==> config.mk <==
export PLATFORM = sky130hd
export DESIGN_NAME = smpq_cell
export DESIGN_NICKNAME = d
export VERILOG_FILES = /design/src/rtl/core/smpq_pkg.sv /design/src/rtl/core/smpq_cell.sv
export SDC_FILE = /design/constraint.sdc
export NUM_CORES = 1
export LEC_CHECK = 0
export BUFFER_PORTS_ARGS = -buffer_cell sky130_fd_sc_hd__clkbuf_2
export CAP_MARGIN = 10
export CORE_AREA = 4 4 88 106
export DETAILED_ROUTE_END_ITERATION = 8
export DIE_AREA = 0 0 92 110
export GPL_ROUTABILITY_DRIVEN = 0
export GPL_TIMING_DRIVEN = 1
export PLACE_DENSITY = 0.68
export SLEW_MARGIN = 20
export SYNTH_ARGS = -nofsm -noshare
export SYNTH_HDL_FRONTEND = slang
export SYNTH_SLANG_ARGS = --single-unit
==> constraint.sdc <==
create_clock -name clk -period 6.05 [get_ports clk]
set_input_delay 0 -clock clk [delete_from_list [all_inputs] [get_ports clk]]
set_output_delay 0 -clock clk [all_outputs]
set_load 0.05 [all_outputs]
==> src/rtl/core/smpq_pkg.sv <==
// Shared types and codes for the stable max-priority queue.
// No dependencies; used by smpq_cell and stable_max_priority_queue_top.
package smpq_pkg;

	localparam int KEY_W    = 16;
	localparam int TAG_W    = 16;
	localparam int OUTKEY_W = 17;
	localparam int OCC_W    = 8;

	// Operation codes on the operation port
	localparam logic OP_PUSH = 1'b0;
	localparam logic OP_POP  = 1'b1;

	// Key reported when no entry leaves the queue (-1)
	localparam logic signed [OUTKEY_W-1:0] KEY_NONE = '1;

	typedef enum logic [1:0] {
		ST_PUSHED = 2'd0,
		ST_FULL   = 2'd1,
		ST_POPPED = 2'd2,
		ST_EMPTY  = 2'd3
	} status_t;

	typedef struct packed {
		logic [KEY_W-1:0] key;
		logic [TAG_W-1:0] tag;
	} entry_t;

	// Broadcast command from the controller to every cell
	typedef struct packed {
		logic   push;
		logic   pop;
		entry_t ent;
	} cell_cmd_t;

endpackage

==> src/rtl/core/smpq_cell.sv <==
// One slot of the sorted chain: holds an entry, shifts toward the tail on insert
// and toward the head on removal. Depends on smpq_pkg.
module smpq_cell #(
	parameter int IDX = 0,
	parameter int CW  = 8
) (
	input  logic                clk,
	input  smpq_pkg::cell_cmd_t cmd,
	input  logic [CW-1:0]       count,
	input  smpq_pkg::entry_t    left_ent,
	input  logic                left_ins,
	input  smpq_pkg::entry_t    right_ent,
	output smpq_pkg::entry_t    ent,
	output logic                ins
);

	smpq_pkg::entry_t ent_q;
	logic             occupied;

	assign occupied = count > CW'(IDX);
	// Strict compare keeps equal keys ahead of the newcomer
	assign ins      = !occupied || (ent_q.key < cmd.ent.key);
	assign ent      = ent_q;

	always_ff @(posedge clk) begin
		if (cmd.push && ins) begin
			ent_q <= left_ins ? left_ent : cmd.ent;
		end else if (cmd.pop) begin
			ent_q <= right_ent;
		end
	end

endmodule

# [Word level (Yosys, flattened, before mapping)]
# Index checks and enable logic that the tools add are counted.
[op_classes] n_lt_le_gt_ge=2 n_mux=3 n_reduce_logical=4
[op_table] op="$mux 32" count=3
[op_table] op="$lt 16x16->1" count=1
[op_table] op="$gt 8x1->1 const B" count=1
[op_table] op="$reduce_bool 2->1" count=1
[op_table] op="$logic_and 1x1->1" count=1
[op_table] op="$logic_not 1->1" count=1
[op_table] op="$logic_or 1x1->1" count=1
[word_totals] regBits=32 inputBits=108 out_inout_bits=33 elab_cells=11

# [Logic depth before layout (Yosys ltp)]
# Gate-level depths: netlist of the first run.
[logic_depth] ltp_word=5 mapped_depth=9 mapped_depth_nobuf=7

# [Worst setup path before layout of the first run]
# No wires, ideal clock.
[synth_path] path_type="flip-flop to flip-flop" start="register ent_q (netlist bit ent[30])" end="register ent_q (netlist bit ent[0]) (enable)" setup_ns=0.470 arrival_ns=4.223 t_required_ns=5.580 slack_ns=1.357 path_stages_with_launch=8 n_path_buf=2 period_less_slack_ns=4.693 path_cell_list="edfxtp_1 -> ha_1 -> a21oi_1 -> nand2_1 -> a211o_1 -> buf_6 -> buf_6 -> o31ai_1"
[synth_via] elab_chain_cells=4
[synth_rtl] item="start: declaration" line_no="smpq_cell.sv:17" text="smpq_pkg::entry_t ent_q;"
[synth_rtl] item="start signal: assignment" line_no="smpq_cell.sv:27" text="ent_q <= left_ins ? left_ent : cmd.ent;"
[synth_rtl] item="start signal: assignment" line_no="smpq_cell.sv:29" text="ent_q <= right_ent;"
[synth_rtl] item="$lt 16x16->1" line_no="smpq_cell.sv:22" text="assign ins = !occupied || (ent_q.key < cmd.ent.key);"
[synth_rtl] item="$logic_or 1x1->1" line_no="smpq_cell.sv:22"
[synth_rtl] item="$logic_and 1x1->1" line_no="smpq_cell.sv:26" text="if (cmd.push && ins) begin"
[synth_rtl] item="$reduce_bool 2->1 (no line)"
# Every way passes these cells.
# A chain may end at the register's enable or synchronous reset.

# [Worst setup path in the final report of the first run]
[layout_path] start="register ent_q (netlist bit ent[18])" end="register ent_q (netlist bit ent[6]) (enable)"
# The elaborated chain is that of the path after synthesis.

==> out/qor.yml, run 1 <==
power:
  p_leak_nw: 1.72
  irDropWorstVdd_uv: 143
  power_density_nw_per_um2: 260
  total_power_w: 0.00104
clock_tree:
  htree_levels: 2
  cts-buffers-inserted: 5
  clk_latency_ns: 0.28
  cts_tree: "built"
  cts_num_sinks: 32
  cts_hold_buf: 0
  cts_buffer_depth: 2
  cts.clk_slew.worst_paths_ns: 0.07
  cts-root-buf: "clkbuf_8"
  postCtsSetupBuffers: 0
  post_cts_resized: 0
worst_setup_path:
  cp-start-kind: "flop"
  critical_path_class: "reg -> reg"
  crit_fanout: 65
  cp.arrival_ns: 3.26
  cp-end-kind: "flop"
  crit_required_ns: 6.02
global_route:
  grt_max_degree: 98
  grt-busiest-layer: "met2"
  grt_overflow: 0
  grt_antenna_before_repair: 0
  grt_pass1_wl_microns: 14700
  grtUsageMet2_pct: 32.7
  first_global_vias: 3125
  met3_usage_pct: 3.46
  grt_usage_pct: 18.0
  use_met1_pct: 21.5
status:
  status: "finished, final reports clean"
floorplan:
  start_util_pct: 39.4
  dieArea_sq_um: 10100
  core_sq_um: 8200
  ioPinCount: 141
  die_w_microns: 92
  die_h_microns: 110
  rows: 36
yosys:
  syn_nets: 480
  yosysTopAreaCell: "edfxtp_1"
  synth_area_sq_um: 3230
  synth_area_leaders: "edfxtp_1, mux2_1, a211o_1"
  seq_area_frac_synth_pct: 29.7
  synth_edf_count: 32
  synth_top_cell_area_share_pct: 29.7
  yosysMostFrequentCell: "nand2_1"
  ys_seq_elements: 32
  synthArstFlopShare_pct: 0
  netlist_instances: 357
  synthFlopType: "edfxtp_1"
  synthDistinctLibCells: 29
  synth.avg_cell_area_sq_um: 9.05
  synthTopCellsByCount: "nand2_1, a211o_1, a31oi_1, nand4_1, nand3_1"
  synth_warnings: 0
finish:
  diodes: 0
  drive_gt1_share_pct: 34.3
  area_growth_pct: 23.2
  final_cell_area_sq_um: 3980
  nFillCells: 836
  largest_reg_flops: 32
  nNetsFinal: 589
sta:
  tightest_slew_ns: 0.897
  rsz0062_at_grt: "no"
  max_freq_ghz: 0.304
  fin_crit_ns: 3.29
  slew_headroom_pct: 40.2
  setup_viol: 0
  finalMaxSlewViolations: 0
  finalCritPeriodShare_pct: 54.4
  fin_skew_ns: 0.00616
  hold_viol: 0
  tns_ns: 0
  fin_ws_ns: 2.76
placed_design:
  dp.final_hpwl_microns: 6540
  io_buffers: 140
  place_ws_ns: 2.74
  placed_area_sq_um: 3910
job:
  max-cap-violations: 0
worst_hold_path:
  min_path_type: "in -> reg"
routing:
  drt_iter0_drc: 239
  via_per_inst: 5.76
  drt_wl_total_microns: 9320
  ant_nets: 0
  drc: 0
  wl_per_cell_microns: 16.1
  first_pass_iters: 4
  via_count: 3330
==> worst paths after layout <==
path / start / to / depth (start not counted) / slack, ns
setup / recovery: ent[18] / ent[6] / 8 / 2.76
hold / removal: right_ent[2] / ent[2] / 3 / 0.06
setup reg to reg: ent[18] / ent[6] / 8 / 2.76
hold reg to reg: ent[31] / ent[2] / 4 / 1.38
==> metrics by stage <==
stage	std cells	hold WS, ns	utilization (%)
3_3_place_gp	573	0.335	47.6
6_report	578	0.0562	48.6
3_5_place_dp	573	0.350	47.6
2_1_floorplan	357	0.220	-
5_1_grt	578	0.0634	48.6
4_1_cts	578	0.0505	48.5
==> cells in the final DEF (no fill, tap or decap), types with 16 or more instances in the layout <==
cell       Yosys  layout
inv_1         17      16
nand2_1       35      34
mux2_1        30      30
nand4_1       34      34
nand3_1       33      33
clkbuf_2       0     140
a31oi_1       34      34
o2bb2ai_1     32      32
a211o_1       34      33
edfxtp_1      32      32
==> power by group <==
| group | switching [W] | internal [W] |
|---|---|---|
| Sequential | 0.0000215 | 0.000310 |
| Combinational | 0.000392 | 0.000160 |
| Clock | 0.0000782 | 0.0000742 |
==> critical path: stages (launching register included) <==
cell and delay [ns]:
edfxtp_1 0.40, ha_1 0.31, a211o_1 0.29, a31oi_1 0.24, o31ai_4 0.08, buf_4 0.32, and2_1 0.27, o31ai_4 0.63
buf_4 0.39
==> kinds of logic (layout without fill, tap and decap cells) <==
kind of cell,after synthesis,in the layout,share of synthesized area (%)
buffers and inverters,59,166,9.18
AOI/OAI and AO/OA,111,111,27.0
muxes,32,32,11.2
and+or+nand+nor,108,108,17.2
adders and majority gates,15,15,5.81
DFF,32,32,29.7
==> cell type report <==
type                       count  area (sq um)  area share (%)
multi-input combinational    266          2010            50.6
sequential                    32           961            24.1
timing repair buffer         144           731            18.4
tap                          114           143            3.58
clock buffer                   5          68.8            1.73
inverter                      17          63.8            1.60
==> layer usage <==
metal  part of all wire [%]  vias to the layer above
met5                      0                        -
met2                     53                      125
li1                       -                     1638
met3                    6.2                        9
met1                     39                     1558
met4                    1.7                        0
No activity file was read; power rests on OpenSTA's default activity.
==> inputs of run 2 (changes only) <==
Settings changed: ABC_AREA set to 1, CORE_AREA 4 4 88 106 to 4 4 74 90, DIE_AREA 0 0 92 110 to 0 0 78 94, PLACE_DENSITY 0.68 to 0.74.
Clock period 6.05 ns to 3.4 ns, I/O delays scaled along.
==> run 2 against run 1 <==
  * Die area shrank 28%
  * Worst hold slack lost 0.046 ns
  * Fmax is 32% higher
  * Via count decreased by 30%
==> out/qor.yml, run 2 <==
status:
  status: "finished, final reports clean"  # unchanged
floorplan:
  rows: 31  # was 36
  start_util_pct: 38.8  # was 39.4%
  dieArea_sq_um: 7330  # was 10100 sq um
  core_sq_um: 5860  # was 8200 sq um
  die_h_microns: 94  # was 110 microns
  die_w_microns: 78  # was 92 microns
  ioPinCount: 141  # unchanged
routing:
  wl_per_cell_microns: 12.8  # was 16.1 microns
  ant_nets: 0  # unchanged
  via_count: 2346  # was 3330
  first_pass_iters: 4  # unchanged
  drt_wl_total_microns: 6440  # was 9320 microns
  drt_iter0_drc: 90  # was 239
  drc: 0  # unchanged
  via_per_inst: 4.67  # was 5.76
yosys:
  netlist_instances: 263  # was 357
  synth_area_leaders: "edfxtp_1, nand2_1, mux2_2"  # was edfxtp_1, mux2_1, a211o_1
  synthTopCellsByCount: "nand2_1, edfxtp_1, nand3_1, inv_1"  # was nand2_1, a211o_1, a31oi_1, nand4_1, nand3_1
  yosysMostFrequentCell: "nand2_1"  # unchanged
  synth_area_sq_um: 2270  # was 3230 sq um
  yosysTopAreaCell: "edfxtp_1"  # unchanged
  synthFlopType: "edfxtp_1"  # unchanged
  synth_warnings: 0  # unchanged
  synth_top_cell_area_share_pct: 42.3  # was 29.7%
  synth_edf_count: 32  # unchanged
  syn_nets: 386  # was 480
  ys_seq_elements: 32  # unchanged
  synthArstFlopShare_pct: 0  # unchanged
  seq_area_frac_synth_pct: 42.3  # was 29.7%
  synth.avg_cell_area_sq_um: 8.64  # was 9.05 sq um
  synthDistinctLibCells: 19  # was 29
global_route:
  grt_antenna_before_repair: 0  # unchanged
  first_global_vias: 2333  # was 3125
  grt_max_degree: 48  # was 98
  grt_usage_pct: 17.4  # was 18.0%
  grt_overflow: 0  # unchanged
  grt_pass1_wl_microns: 10100  # was 14700 microns
power:
  total_power_w: 0.00153  # was 0.00104 W
  p_leak_nw: 1.77  # was 1.72 nW
  power_density_nw_per_um2: 463  # was 260 nW/um^2
  irDropWorstVdd_uv: 357  # was 143 uV
clock_tree:
  postCtsSetupBuffers: 0  # unchanged
  clk_latency_ns: 0.27  # was 0.28 ns
  cts_hold_buf: 23  # was 0
  post_cts_resized: 0  # unchanged
  cts_buffer_depth: 2  # unchanged
  cts_num_sinks: 32  # unchanged
  cts-buffers-inserted: 5  # unchanged
  htree_levels: 2  # unchanged
  cts_tree: "built"  # unchanged
  cts-root-buf: "clkbuf_8"  # unchanged
  cts.clk_slew.worst_paths_ns: 0.06  # was 0.07 ns
sta:
  tightest_slew_ns: 0.939  # was 0.897 ns
  finalMaxSlewViolations: 0  # unchanged
  rsz0062_at_grt: "no"  # unchanged
  fin_crit_ns: 2.49  # was 3.29 ns
  tns_ns: 0  # unchanged
  fin_skew_ns: 0.00413  # was 0.00616 ns
  max_freq_ghz: 0.402  # was 0.304 GHz
  hold_viol: 0  # unchanged
  finalCritPeriodShare_pct: 73.1  # was 54.4%
  slew_headroom_pct: 37.4  # was 40.2%
  setup_viol: 0  # unchanged
finish:
  layout_common_cells: "clkbuf_2, nand2_1, nand3_1, edfxtp_1, dlygate4sd3_1"  # was clkbuf_2, nand2_1, nand4_1, a31oi_1
  nNetsFinal: 543  # was 589
  largest_reg_flops: 32  # unchanged
  diodes: 0  # unchanged
  drive_gt1_share_pct: 42.9  # was 34.3%
  mostFrequentLayoutCell: "clkbuf_2"  # unchanged
  area_growth_pct: 45.4  # was 23.2%
worst_setup_path:
  critical_path_class: "reg -> reg"  # unchanged
  path_cells: "ha_1, a21oi_1, o21ai_0, a21oi_1, nand2_2, nand2_4, nand2_4, nand2_1, buf_12"  # was ha_1, a211o_1, a31oi_1, o31ai_4, buf_4, and2_1, o31ai_4, buf_4
  cp-end-kind: "flop"  # unchanged
  cpMaxStageDelayCell: "edfxtp_1"  # was o31ai_4
  crit_path_max_incr_delay_ns: 0.38  # was 0.63 ns
  setup.worst_path.start: "ent[27]"  # was ent[18]
  cp-start-kind: "flop"  # unchanged
  rr_startpoint: "ent[27]"  # was ent[18]
  cp.arrival_ns: 2.46  # was 3.26 ns
  crit_fanout: 34  # was 65
  crit_required_ns: 3.38  # was 6.02 ns
  r2r_slack_ns: 0.91  # was 2.76 ns
placed_design:
  dp.final_hpwl_microns: 4880  # was 6540 microns
  io_buffers: 140  # unchanged
job:
  max-cap-violations: 0  # unchanged
worst_hold_path:
  holdCritStartpoint: "right_ent[2]"  # unchanged
  min_path_type: "in -> reg"  # unchanged
[run 2: power by group]
| part | switching, W | internal (W) |
|---|---|---|
| logic | 0.000504 | 0.000211 |
| clock network | 0.000122 | 0.000135 |
| registers | 0.0000278 | 0.000531 |
| total | 0.000654 | 0.000877 |
[run 2: final timing paths]
kind / endpoint / cells after the start
max: ent[24] / 9
min: ent[2] / 3
max reg2reg: ent[24] / 9
min reg2reg: ent[20] / 8
[run 2: layout make-up]
class	instances	area, sq um
fill	546	2550
sequential	32	961
clock inverter	2	7.51
tap	82	103
clock buffer	5	68.8
inverter	22	82.6
multi-input combinational	194	1120
timing repair buffer	165	958
[run 2: cell families after synthesis]
family                   after synthesis  share of synthesized area [%]
adder cells (fa/ha/maj)               15                           8.26
flip-flops                            32                           42.3
multiplexers                          17                           8.42
AO/OA/AOI/OAI                         24                           5.29
buffers and inverters                 37                           8.26
AND/OR/NAND/NOR                      138                           27.5
[run 2: through the flow]
stage	setup WS, ns	hold WS (ns)	std cells	utilization [%]	instance area [sq um]
CTS	0.919	0.000549	502	56.4	3300
detailed placement	0.929	0.272	472	51.2	3000
global placement	1.02	0.272	472	51.2	3000
global route	0.757	0.00559	502	56.4	3300
finish	0.913	0.00990	502	56.4	3300
floorplan	0.587	0.173	263	-	2270
[run 2: layer usage]
| layer | global-route usage [%] | wire [microns] |
|---|---|---|
| met5 | 0 | 0 |
| met1 | 17.5 | 2310 |
| met2 | 34.1 | 3560 |
| met4 | 6.56 | 164 |
| met3 | 4.03 | 403 |
[run 2: worst max-delay path: cells and delay by family (launching register included)]
| kind | cells | cell delay [ns] |
|---|---|---|
| compound gates | 3 | 0.43 |
| fa+ha+maj | 1 | 0.31 |
| flops | 1 | 0.38 |
| buf+inv | 1 | 0.24 |
| simple gates | 4 | 0.79 |
